## config.mk

```make
export PLATFORM = sky130hd
export DESIGN_NAME = skte_ctrl
export DESIGN_NICKNAME = d
export VERILOG_FILES = /design/src/hw/rtl/skte_pkg.sv /design/src/hw/rtl/skte_ctrl.sv
export SDC_FILE = /design/constraint.sdc
export NUM_CORES = 1
export LEC_CHECK = 0
export ABC_CLOCK_PERIOD_IN_PS = 1400
export BUFFER_PORTS_ARGS = -buffer_cell sky130_fd_sc_hd__buf_2
export CAP_MARGIN = 20
export CORE_UTILIZATION = 30
export CTS_BUF_LIST = sky130_fd_sc_hd__clkbuf_4
export CTS_CLUSTER_SIZE = 24
export DETAILED_ROUTE_END_ITERATION = 6
export GPL_ROUTABILITY_DRIVEN = 0
export PLACE_DENSITY_LB_ADDON = 0.2
export SLEW_MARGIN = 40
export SYNTH_ARGS = -nofsm -noshare
export SYNTH_HDL_FRONTEND = slang
export SYNTH_SLANG_ARGS = --single-unit
```

## constraint.sdc

```tcl
create_clock -name clk -period 1.4 [get_ports clk]
set_clock_uncertainty 0.15 [all_clocks]
set_input_delay 0 -clock clk [delete_from_list [all_inputs] [get_ports clk]]
set_output_delay 0 -clock clk [all_outputs]
set_load 0.01 [all_outputs]
```

## src/hw/rtl/skte_pkg.sv

```systemverilog
// package: shared types, request and status codes, controller states for the sorted key table
`timescale 1ns / 1ps
package skte_pkg;

    localparam int KEY_BITS = 32;
    localparam int HND_PORT_BITS = 32;
    localparam int POS_BITS = 8;
    localparam int CNT_PORT_BITS = 9;

    typedef enum logic [2:0] {
        REQ_INSERT = 3'd0,
        REQ_DELETE = 3'd1,
        REQ_FIND   = 3'd2,
        REQ_NEXT   = 3'd3,
        REQ_CLEAR  = 3'd4
    } req_code_t;

    typedef enum logic [1:0] {
        ST_DONE     = 2'd0,
        ST_REPLACED = 2'd1,
        ST_MISSING  = 2'd2,
        ST_FULL     = 2'd3
    } status_code_t;

    typedef struct packed {
        logic [2:0]               req_type;
        logic [KEY_BITS-1:0]      line_key;
        logic [HND_PORT_BITS-1:0] text_handle;
    } req_item_t;

    typedef struct packed {
        logic [1:0]               status;
        logic [POS_BITS-1:0]      position;
        logic [KEY_BITS-1:0]      entry_key;
        logic [HND_PORT_BITS-1:0] entry_handle;
        logic [CNT_PORT_BITS-1:0] entries_held;
    } rsp_item_t;

    typedef enum logic [3:0] {
        S_IDLE,
        S_SRCH_RD,
        S_SRCH_WAIT,
        S_SRCH_CMP,
        S_DECIDE,
        S_SHIFT_RD,
        S_SHIFT_WAIT,
        S_SHIFT_WR,
        S_FIND_RD,
        S_FIND_WAIT,
        S_RESP
    } ctl_state_t;

    // controller to datapath
    typedef struct packed {
        logic load_req;
        logic srch_init;
        logic srch_rd;
        logic srch_step;
        logic decide;
        logic shift_init;
        logic shift_rd;
        logic shift_wr;
        logic find_rd;
        logic find_cap;
        logic resp_load;
    } dp_cmd_t;

    // datapath to controller
    typedef struct packed {
        logic srch_done;
        logic need_shift;
        logic shift_done;
        logic is_find;
    } dp_sts_t;

endpackage

```

## src/hw/rtl/skte_ctrl.sv

```systemverilog
// controller: sequences search, shift, find read and result hand-off
`timescale 1ns / 1ps
module skte_ctrl (
    input  logic              clk,
    input  logic              rst_n,
    input  logic              req_valid,
    output logic              req_stall,
    output logic              rsp_valid,
    input  logic              rsp_stall,
    input  skte_pkg::dp_sts_t sts,
    output skte_pkg::dp_cmd_t cmd
);
    import skte_pkg::*;

    ctl_state_t state_reg, state_next;
    logic       rsp_valid_reg, rsp_valid_next;

    always_comb
    begin
        state_next = state_reg;
        case (state_reg)
            S_IDLE:       if (req_valid) state_next = S_SRCH_RD;
            S_SRCH_RD:    state_next = sts.srch_done ? S_DECIDE : S_SRCH_WAIT;
            S_SRCH_WAIT:  state_next = S_SRCH_CMP;
            S_SRCH_CMP:   state_next = S_SRCH_RD;
            S_DECIDE:     state_next = S_SHIFT_RD;
            S_SHIFT_RD:
            begin
                if (sts.is_find)
                begin
                    state_next = S_FIND_RD;
                end
                else if (sts.need_shift)
                begin
                    state_next = S_SHIFT_WAIT;
                end
                else
                begin
                    state_next = S_RESP;
                end
            end
            S_SHIFT_WAIT: state_next = S_SHIFT_WR;
            S_SHIFT_WR:   state_next = sts.shift_done ? S_RESP : S_SHIFT_WAIT;
            S_FIND_RD:    state_next = S_FIND_WAIT;
            S_FIND_WAIT:  state_next = S_RESP;
            S_RESP:       if (!rsp_valid_reg || !rsp_stall) state_next = S_IDLE;
            default:      state_next = S_IDLE;
        endcase
    end

    always_comb
    begin
        cmd = '0;
        case (state_reg)
            S_IDLE:
            begin
                cmd.load_req = req_valid;
                cmd.srch_init = req_valid;
            end
            S_SRCH_RD:    cmd.srch_rd = 1'b1;
            S_SRCH_CMP:   cmd.srch_step = 1'b1;
            S_DECIDE:     cmd.decide = 1'b1;
            S_SHIFT_RD:
            begin
                cmd.shift_init = 1'b1;
            end
            S_SHIFT_WAIT: cmd.shift_rd = 1'b1;
            S_SHIFT_WR:   cmd.shift_wr = 1'b1;
            S_FIND_RD:    cmd.find_rd = 1'b1;
            S_FIND_WAIT:  cmd.find_cap = 1'b1;
            S_RESP:       cmd.resp_load = !rsp_valid_reg || !rsp_stall;
            default:      cmd = '0;
        endcase
    end

    always_comb
    begin
        rsp_valid_next = rsp_valid_reg;
        if (rsp_valid_reg && !rsp_stall)
        begin
            rsp_valid_next = 1'b0;
        end
        if (cmd.resp_load)
        begin
            rsp_valid_next = 1'b1;
        end
    end

    always_ff @(posedge clk or negedge rst_n)
    begin
        if (!rst_n)
        begin
            state_reg <= S_IDLE;
            rsp_valid_reg <= 1'b0;
        end
        else
        begin
            state_reg <= state_next;
            rsp_valid_reg <= rsp_valid_next;
        end
    end

    assign req_stall = (state_reg != S_IDLE);
    assign rsp_valid = rsp_valid_reg;

    a_load_idle: assert property (@(posedge clk) disable iff (!rst_n)
        cmd.load_req |-> state_reg == S_IDLE)
        else $error("request loaded outside idle");
    a_resp_sets_valid: assert property (@(posedge clk) disable iff (!rst_n)
        cmd.resp_load |=> rsp_valid_reg)
        else $error("result not presented");
    a_no_overwrite: assert property (@(posedge clk) disable iff (!rst_n)
        (rsp_valid_reg && rsp_stall) |-> !cmd.resp_load)
        else $error("pending result overwritten");

endmodule
```

==> results.py, run 1 <==
metrics = {
    "cells_and_area": {
        "diodes": 0,
        "final_area_um2": 839.6,
        "final_util": 0.7169,
        "drive_gt1_frac": 0.6813,
        "mostFrequentLayoutCells": "18 x buf_2, 10 x buf_6, 10 x buf_4, 5 x dlygate4sd3_1",
        "largest_reg_flops": 4,
        "final_nets": 100,
        "finalNonFillerCells": 105,
        "mostFrequentLayoutCell": "buf_2",
        "area_growth_pct": 111.7,
    },
    "synth": {
        "yosysTopAreaCell": "dfrtp_1",
        "postSynthAreaPerCell_um2": 8.094,
        "synth_fp_nets": 57,
        "ys_ff_latch": 5,
        "syn_inst": 49,
        "synth_warnings": 0,
        "synth-main-ff-cell": "dfrtp_1",
        "synth_top_cell_area_share": 0.3155,
        "ys_types": 25,
        "async_flop_share": 1.000,
        "synth.area.top_cells": "dfrtp_1 32%, nor3_1 6.3%, nor2_1 5.7%",
        "netlist_area_um2": 396.6,
        "synth_edf_count": 0,
        "yosysSeqAreaShare": 0.3155,
    },
    "timing": {
        "setup_violations": 13,
        "fin_crit_ns": 1.560,
        "max_clock_freq_ghz": 0.6412,
        "slew_headroom": 0.8224,
        "finalMaxSlewViolations": 0,
        "tightest_slew_ns": 0.2655,
        "layout_setup_ws_ns": -0.1595,
        "rsz0062_at_grt": "yes",
        "hold_viol": 0,
        "min_period_over_period": 1.114,
    },
    "critical_path": {
        "rr_worst_depth": 4,
        "worstPathRequired_ns": 1.25,
        "end_kind": "output port",
        "critPathMaxStageDelay_ns": 0.57,
        "crit_start": "state_reg[0]$_DFFE_PN0P_",
        "crit_type": "flip-flop to output port",
        "startpoint_type": "flip-flop",
        "crit_fanout": 3,
        "reg2reg_slack_ns": -0.13,
        "path_cells": "or4_4 -> nor2_4 -> buf_2",
        "r2r_end": "state_reg[3]$_DFFE_PN0P_",
        "arrival_ns": 1.41,
        "worstSetupEndpoint": "cmd[9]",
        "rr_startpoint": "state_reg[0]$_DFFE_PN0P_",
        "slowest_stage": "or4_4",
    },
    "power": {
        "power.total_w": 0.001793,
        "power_per_cell_area_mw_per_mm2": 2135,
        "ir_worst_vdd_uv": 1179,
        "p_leak_nw": 0.4108,
    },
    "routing": {
        "drcViolationCount": 0,
        "dr.first_iter.drc_count": 1,
        "vias": 500,
        "antenna_left": 0,
        "avgRoutedWirePerCell_um": 12.90,
        "wl_mm": 1.355,
        "avgViaCountPerCell": 4.762,
        "drt-pass1-iter-count": 2,
    },
    "floorplan": {
        "io_pins": 21,
        "fp.dieW_um": 38.36,
        "num_rows": 12,
        "start_util": 0.3387,
        "dieArea_mm2": 0.001471,
        "coreArea_mm2": 0.001171,
        "die_y_um": 38.36,
    },
    "place": {
        "dp_slack_ns": -0.02607,
        "hpwl_um": 734.6,
        "io_buffers": 20,
        "place_area_um2": 541.8,
        "place_inst": 85,
    },
    "global_routing": {
        "grt-ovfl-total": 0,
        "grt_pass1_vias": 500,
        "grt_pass1_wl_mm": 2.125,
        "grt_usage": 0.2209,
        "grt_max_degree": 8,
        "antenna_found_initial": 0,
    },
    "min_path": {
        "hold_path_class": "primary input to flip-flop",
    },
    "clock_network": {
        "cts_tree": "done",
        "cts_max_level": 1,
        "clock_latency_ns": 0.24,
        "clkTransAtPathRegs_ns": 0.04,
        "clock-root-buffer": "clkbuf_4",
        "clock_sinks": 5,
        "cts_buffer_depth": 2,
        "numCtsBuffers": 3,
    },
    "job": {
        "drv_cap": 0,
    },
    "outcome": {
        "run_status": "complete, but fails checks",
        "violations": "setup timing",
    },
}
==> kinds of logic (layout without fill, tap and decap cells) <==
group / Yosys count / in the layout / share of synthesized area
DFF: 5 / 5 / 0.3155
AOI/OAI and AO/OA: 9 / 9 / 0.1861
muxes: 1 / 1 / 0.02524
buffers and inverters: 9 / 51 / 0.1293
and+or+nand+nor: 25 / 25 / 0.3438
==> report_power, final <==
part           switching (W)  leakage, nW  internal (W)
clock network      0.0000621       0.0184      0.000127
logic               0.000625        0.330      0.000707
registers          0.0000614       0.0626      0.000210
total               0.000748        0.411       0.00104
==> layer usage <==
layer,wire (µm),up-vias,GRT usage
met5,0,-,0
li1,-,256,-
met4,0,0,0.1552
met2,740,17,0.3686
met1,567,227,0.2536
met3,47,0,0.03488
==> what timing repair did <==
action / 4_1_cts / 5_1_grt
hold buffers: 5 / 0
setup endpoints to repair: 13 / 16
resized for setup: 21 / 15
hold endpoints to repair: 10 / 0
pin swaps: 7 / 5
buffers inserted: 11 / 1
==> per-stage QoR <==
step,setup TNS [ns],hold WS [ns]
final,-1.091,0.05068
after global routing,-1.816,0.07779
after CTS,-1.131,0.05632
after detailed placement,-0.02660,-0.3217
after global placement,0,-0.3296
after floorplan,-0.01797,-0.4456
==> synth_stat cells (all sizes together), types with 2 or more instances <==
master and instances:
nand2 5, nor2 6, nor3 5, nand2b 2, buf 5, nor2b 2
dfrtp 5, o21ai 2, a21oi 2, inv 3
==> area by class of cell <==
class	count	area, µm²
repair buffers	44	342.8
fillers	91	331.6
multi-input cells	35	309.0
flip-flops and latches	5	126.4
clock buffers	4	30.03
well taps	14	17.52
inverters	3	13.76
==> how the worst min path moves through the flow <==
stage / startpoint / end / slack (ns) / cells after the start
after floorplan: rst_n / rsp_valid$_DFFE_PN0P_ / -0.45 / 0
after global placement: rst_n / state_reg[3]$_DFFE_PN0P_ / -0.33 / 1
after detailed placement: rst_n / state_reg[3]$_DFFE_PN0P_ / -0.32 / 1
after CTS: sts[0] / state_reg[1]$_DFFE_PN0P_ / 0.06 / 4
after global routing: sts[1] / state_reg[2]$_DFFE_PN0P_ / 0.08 / 4
final: sts[0] / state_reg[1]$_DFFE_PN0P_ / 0.05 / 4
==> worst max-delay path: cells and delay by family, from the launching register on <==
family | cells | cell delay, ns
and+or+nand+nor | 2 | 0.67
DFF | 1 | 0.38
buffers and inverters | 1 | 0.13
Note: power is estimated with default switching activity, not from simulation.
==> inputs of run 2 (changes only) <==
--- a/constraint.sdc
+++ b/constraint.sdc
@@ -3,3 +3,3 @@
 set_input_delay 0 -clock clk [delete_from_list [all_inputs] [get_ports clk]]
 set_output_delay 0 -clock clk [all_outputs]
-set_load 0.01 [all_outputs]
+set_load 0.005 [all_outputs]
==> run 2 against run 1 <==
The run still ends with setup timing left; clock power down 3%; register-to-register slack better by 0.04 ns; count of clock-buffer cells in the layout unchanged; routed wire length down 14%; hold slack better by 0.024 ns; power down 12%; via count down 5.2%; critical path depth unchanged; flip-flop and latch count unchanged; global-route usage down 6.1 points; sequential power up 3%; largest cell class is now multi-input combinational cells.
==> results.py, run 2 (synthesized netlist as in run 1, its figures left out) <==
metrics = {
    "clock_network": {
        "clkTransAtPathRegs_ns": 0.05,
        "cts_buffer_depth": 2,
        "numCtsBuffers": 3,
        "cts_tree": "done",
        "clock_sinks": 5,
        "clock-root-buffer": "clkbuf_4",
        "clock_latency_ns": 0.24,
        "cts_max_level": 1,
    },
    "routing": {
        "dr.first_iter.drc_count": 8,
        "vias": 474,
        "wl_mm": 1.167,
        "antenna_left": 0,
        "avgRoutedWirePerCell_um": 11.79,
        "avgViaCountPerCell": 4.788,
        "drt-pass1-iter-count": 2,
        "drcViolationCount": 0,
    },
    "floorplan": {
        "io_pins": 21,
        "fp.dieW_um": 38.36,
        "start_util": 0.3387,
        "num_rows": 12,
        "dieArea_mm2": 0.001471,
        "coreArea_mm2": 0.001171,
        "die_y_um": 38.36,
    },
    "timing": {
        "setup_tns_ns": -1.074,
        "rsz0062_at_grt": "yes",
        "layout_setup_ws_ns": -0.1525,
        "hold_viol": 0,
        "slew_headroom": 0.8426,
        "fin_crit_ns": 1.552,
        "finalMaxSlewViolations": 0,
        "min_period_over_period": 1.109,
        "tightest_slew_ns": 0.2353,
        "setup_violations": 14,
        "max_clock_freq_ghz": 0.6441,
    },
    "job": {
        "drv_cap": 0,
    },
    "cells_and_area": {
        "mostFrequentLayoutCell": "buf_2",
        "finalNonFillerCells": 99,
        "fill_cells": 103,
        "drive_gt1_frac": 0.6706,
        "area_growth_pct": 90.54,
        "final_util": 0.6453,
        "largest_reg_flops": 4,
        "diodes": 0,
        "mostFrequentLayoutCells": "20 x buf_2, 9 x buf_4, 5 x dlygate4sd3_1",
        "final_nets": 94,
    },
    "global_routing": {
        "grt_pass1_vias": 403,
        "grt_max_degree": 11,
        "grt_usage": 0.1596,
        "grt_pass1_wl_mm": 1.600,
        "grt-ovfl-total": 0,
        "antenna_found_initial": 0,
    },
    "critical_path": {
        "end_kind": "output port",
        "arrival_ns": 1.40,
        "rr_worst_depth": 5,
        "critPathMaxStageDelay_ns": 0.56,
        "worstPathRequired_ns": 1.25,
        "crit_fanout": 3,
        "rr_startpoint": "state_reg[0]$_DFFE_PN0P_",
        "crit_type": "flip-flop to output port",
        "crit_start": "state_reg[0]$_DFFE_PN0P_",
        "slowest_stage": "or4_4",
        "path_cells": "or4_4 -> nor2_4 -> buf_2",
        "startpoint_type": "flip-flop",
    },
    "power": {
        "p_leak_nw": 0.3788,
        "ir_worst_vdd_uv": 849.7,
        "power_per_cell_area_mw_per_mm2": 2081,
        "power.total_w": 0.001573,
    },
    "outcome": {
        "run_status": "complete, but fails checks",
        "violations": "setup timing",
    },
    "min_path": {
        "hold_path_class": "primary input to flip-flop",
        "min_delay_path_depth": 4,
        "worstHoldStart": "sts[1]",
    },
    "place": {
        "io_buffers": 20,
        "place_inst": 84,
        "hpwl_um": 678.1,
        "dp_slack_ns": -0.03030,
    },
}
[run 2: metal layers]
metal | part of all wire | track usage | routed length (µm) | up-vias
li1 | - | - | - | 239
met5 | 0 | 0 | 0 | -
met4 | 0 | 0.05172 | 0 | 0
met1 | 0.45 | 0.1837 | 524 | 217
met3 | 0.043 | 0.05233 | 50 | 0
met2 | 0.51 | 0.2754 | 592 | 18
[run 2: layout make-up]
| type | count | area [µm²] | area share |
|---|---|---|---|
| flip-flops and latches | 5 | 126.4 | 0.1672 |
| multi-input cells | 35 | 304.0 | 0.4023 |
| repair buffers | 38 | 266.5 | 0.3526 |
| clock buffers | 4 | 30.03 | 0.03974 |
| well taps | 14 | 17.52 | 0.02318 |
| inverters | 3 | 11.26 | 0.01490 |
[run 2: final timing paths]
check                                           endpoint  slack [ns]
worst max-delay path                             cmd[10]       -0.15
max in group asynchronous       state_reg[1]$_DFFE_PN0P_        0.37
worst min-delay path            state_reg[2]$_DFFE_PN0P_        0.07
min in group asynchronous       state_reg[2]$_DFFE_PN0P_        0.52
worst max register to register  state_reg[1]$_DFFE_PN0P_       -0.09
worst min register to register     rsp_valid$_DFFE_PN0P_        0.36
[run 2: worst max-delay path: cells and delay by family, from the launching register on]
family / cells / cell delay, ns
buf+inv: 1 / 0.11
flops: 1 / 0.40
simple gates: 2 / 0.66
[run 2: report_power, final]
group | switching (W) | total, W | leakage (nW) | internal, W
clock network | 0.0000566 | 0.000184 | 0.0184 | 0.000127
logic | 0.000530 | 0.00111 | 0.298 | 0.000582
registers | 0.0000677 | 0.000278 | 0.0626 | 0.000210
total | 0.000654 | 0.00157 | 0.379 | 0.000919
[run 2: metrics by stage]
stage               hold WS (ns)  cell area, µm²
floorplan                -0.4456           396.6
global placement         -0.3333           526.8
detailed placement       -0.3319           526.8
CTS                      0.06365           674.4
global route             0.09152           755.7
finish                   0.07419           755.7
[run 2: what timing repair did]
item                                    in CTS  in global routing
gates resized for setup                      8                 19
gates cloned                                 1                  0
hold buffers                                 5                  0
endpoints found under the setup margin       9                 14
hold endpoints to repair                    10                  0
pin swaps                                    2                  3
setup buffers                                4                  1
==> inputs of run 3 (changes only) <==
Settings changed: ABC_AREA from default to 1, CORE_MARGIN from default to 3.
==> run 3 against run 2 <==
The flow now finishes without violations; hold slack better by 0.28 ns; core utilization down 5.0 points; clock power is 2% higher.
==> results.py, run 3 <==
metrics = {
    "outcome": {
        "run_status": "finished clean",
    },
    "clock_network": {
        "clock_sinks": 5,
        "cts_tree": "done",
        "cts_buffer_depth": 2,
        "clkTransAtPathRegs_ns": 0.05,
        "cts_max_level": 1,
        "clock_latency_ns": 0.24,
        "clock-root-buffer": "clkbuf_4",
        "numCtsBuffers": 3,
    },
    "global_routing": {
        "antenna_found_initial": 0,
        "grt_pass1_wl_mm": 1.932,
        "grt_usage": 0.1398,
        "grt_max_degree": 8,
        "grt-ovfl-total": 0,
        "grt_pass1_vias": 517,
    },
    "critical_path": {
        "crit_fanout": 4,
        "end_kind": "output port",
        "startpoint_type": "flip-flop",
        "crit_type": "flip-flop to output port",
        "arrival_ns": 1.21,
        "worstPathRequired_ns": 1.25,
    },
    "cells_and_area": {
        "mostFrequentLayoutCell": "buf_2",
        "final_util": 0.5949,
        "area_growth_pct": 74.07,
        "final_nets": 113,
        "drive_gt1_frac": 0.5000,
        "mostFrequentLayoutCells": "20 x buf_2, 10 x inv_1, 10 x nand2_1, 10 x nor2_1, 9 x nand3_1",
        "diodes": 0,
        "largest_reg_flops": 4,
    },
    "synth": {
        "synth_top_cell_area_share": 0.3086,
        "async_flop_share": 1.000,
        "syn_inst": 69,
        "synth_warnings": 0,
        "synth_fp_nets": 77,
        "yosysSeqAreaShare": 0.3086,
        "synth-main-ff-cell": "dfrtp_1",
        "yosysTopAreaCell": "dfrtp_1",
        "ys_top_cells_by_count": "16 x nand2_1, 12 x inv_1, 12 x nor2_1, 9 x nand3_1",
        "postSynthAreaPerCell_um2": 5.875,
        "ys_types": 12,
        "ys_ff_latch": 5,
        "synth.area.top_cells": "dfrtp_1 31%, nand2_1 15%, nand3_1 11%",
        "netlist_area_um2": 405.4,
        "post-synth-top-count-cell": "nand2_1",
        "synth_edf_count": 0,
    },
    "min_path": {
        "hold_path_class": "flip-flop to flip-flop",
    },
    "floorplan": {
        "die_y_um": 42.76,
        "dieArea_mm2": 0.001828,
        "num_rows": 12,
        "coreArea_mm2": 0.001186,
        "fp.dieW_um": 42.76,
        "start_util": 0.3418,
        "io_pins": 21,
    },
    "routing": {
        "vias": 524,
        "drcViolationCount": 0,
        "avgViaCountPerCell": 4.441,
        "avgRoutedWirePerCell_um": 10.57,
        "wl_mm": 1.247,
        "antenna_left": 0,
        "drt-pass1-iter-count": 4,
        "dr.first_iter.drc_count": 8,
    },
    "timing": {
        "max_clock_freq_ghz": 0.7348,
        "tightest_slew_ns": 0.2339,
        "holdWs_ns": 0.3497,
        "setup_violations": 0,
        "hold_viol": 0,
        "rsz0062_at_grt": "yes",
        "slew_headroom": 0.8436,
        "finalMaxSlewViolations": 0,
        "fin_crit_ns": 1.361,
        "setup_tns_ns": 0,
        "min_period_over_period": 0.9720,
    },
    "power": {
        "ir_worst_vdd_uv": 818.8,
        "power_per_cell_area_mw_per_mm2": 1888,
        "p_leak_nw": 0.4245,
    },
    "job": {
        "drv_cap": 0,
    },
    "place": {
        "hpwl_um": 785.4,
        "io_buffers": 20,
    },
}
-- run 3: routing by layer --
metal	track usage	wire length, µm
met1	0.1509	527
met2	0.2515	644
met3	0.04237	76
met4	0.04969	0
met5	0	0
-- run 3: cell families after synthesis --
group | count (synthesis) | share of synthesized area
buffers and inverters | 17 | 0.1759
AOI/OAI and AO/OA | 3 | 0.03703
DFF | 5 | 0.3086
and+or+nand+nor | 44 | 0.4784
-- run 3: where the power goes --
| part | switching (W) | internal, W | total [W] |
|---|---|---|---|
| logic | 0.000448 | 0.000353 | 0.000801 |
| registers | 0.000128 | 0.000216 | 0.000344 |
| clock network | 0.0000607 | 0.000127 | 0.000188 |
| total | 0.000636 | 0.000696 | 0.00133 |
-- run 3: critical path, stage by stage, from the launching register on --
cell and delay, ns:
dfrtp_2 0.42, inv_2 0.08, buf_4 0.14, nor2_4 0.11
nand2_2 0.07, inv_1 0.05, buf_2 0.10
-- run 3: repair_timing --
item / CTS / global route
hold endpoints to repair: 10 / 0
gates cloned: 0 / 0
pin swaps: 0 / 3
setup endpoints to repair: 3 / 10
setup buffers: 1 / 4
hold buffers: 8 / 0
resized for setup: 1 / 18
-- run 3: final timing paths --
path                       depth (start not counted)                      from                  endpoint  slack [ns]
setup / recovery                                   6  state_reg[0]$_DFFE_PN0P_                    cmd[1]        0.04
hold / removal                                     2     rsp_valid$_DFFE_PN0P_     rsp_valid$_DFFE_PN0P_        0.35
setup reg to reg                                   7  state_reg[0]$_DFFE_PN0P_  state_reg[1]$_DFFE_PN0P_        0.06
hold reg to reg                                    2     rsp_valid$_DFFE_PN0P_     rsp_valid$_DFFE_PN0P_        0.35
max in group asynchronous                          3                     rst_n  state_reg[3]$_DFFE_PN0P_        0.36
min in group asynchronous                          3                     rst_n     rsp_valid$_DFFE_PN0P_        0.53
-- run 3: area by class of cell --
type                       count  area [µm²]
clock buffer                   4       30.03
fill                         118       480.5
inverter                      15       56.30
multi-input combinational     47       254.0
sequential                     5       130.1
tap                           14       17.52
timing repair buffer          33       217.7
-- run 3: stage by stage --
step                power [W]  instance area (µm²)  setup slack (ns)  std cells
finish               0.001332                705.7           0.03916        118
global route         0.001468                705.7          -0.06255        118
CTS                  0.001122                628.1          0.005100        114
detailed placement  0.0008750                508.0            0.1886        101
global placement    0.0008807                508.0            0.1779        101
floorplan           0.0006935                405.4            0.2572         69
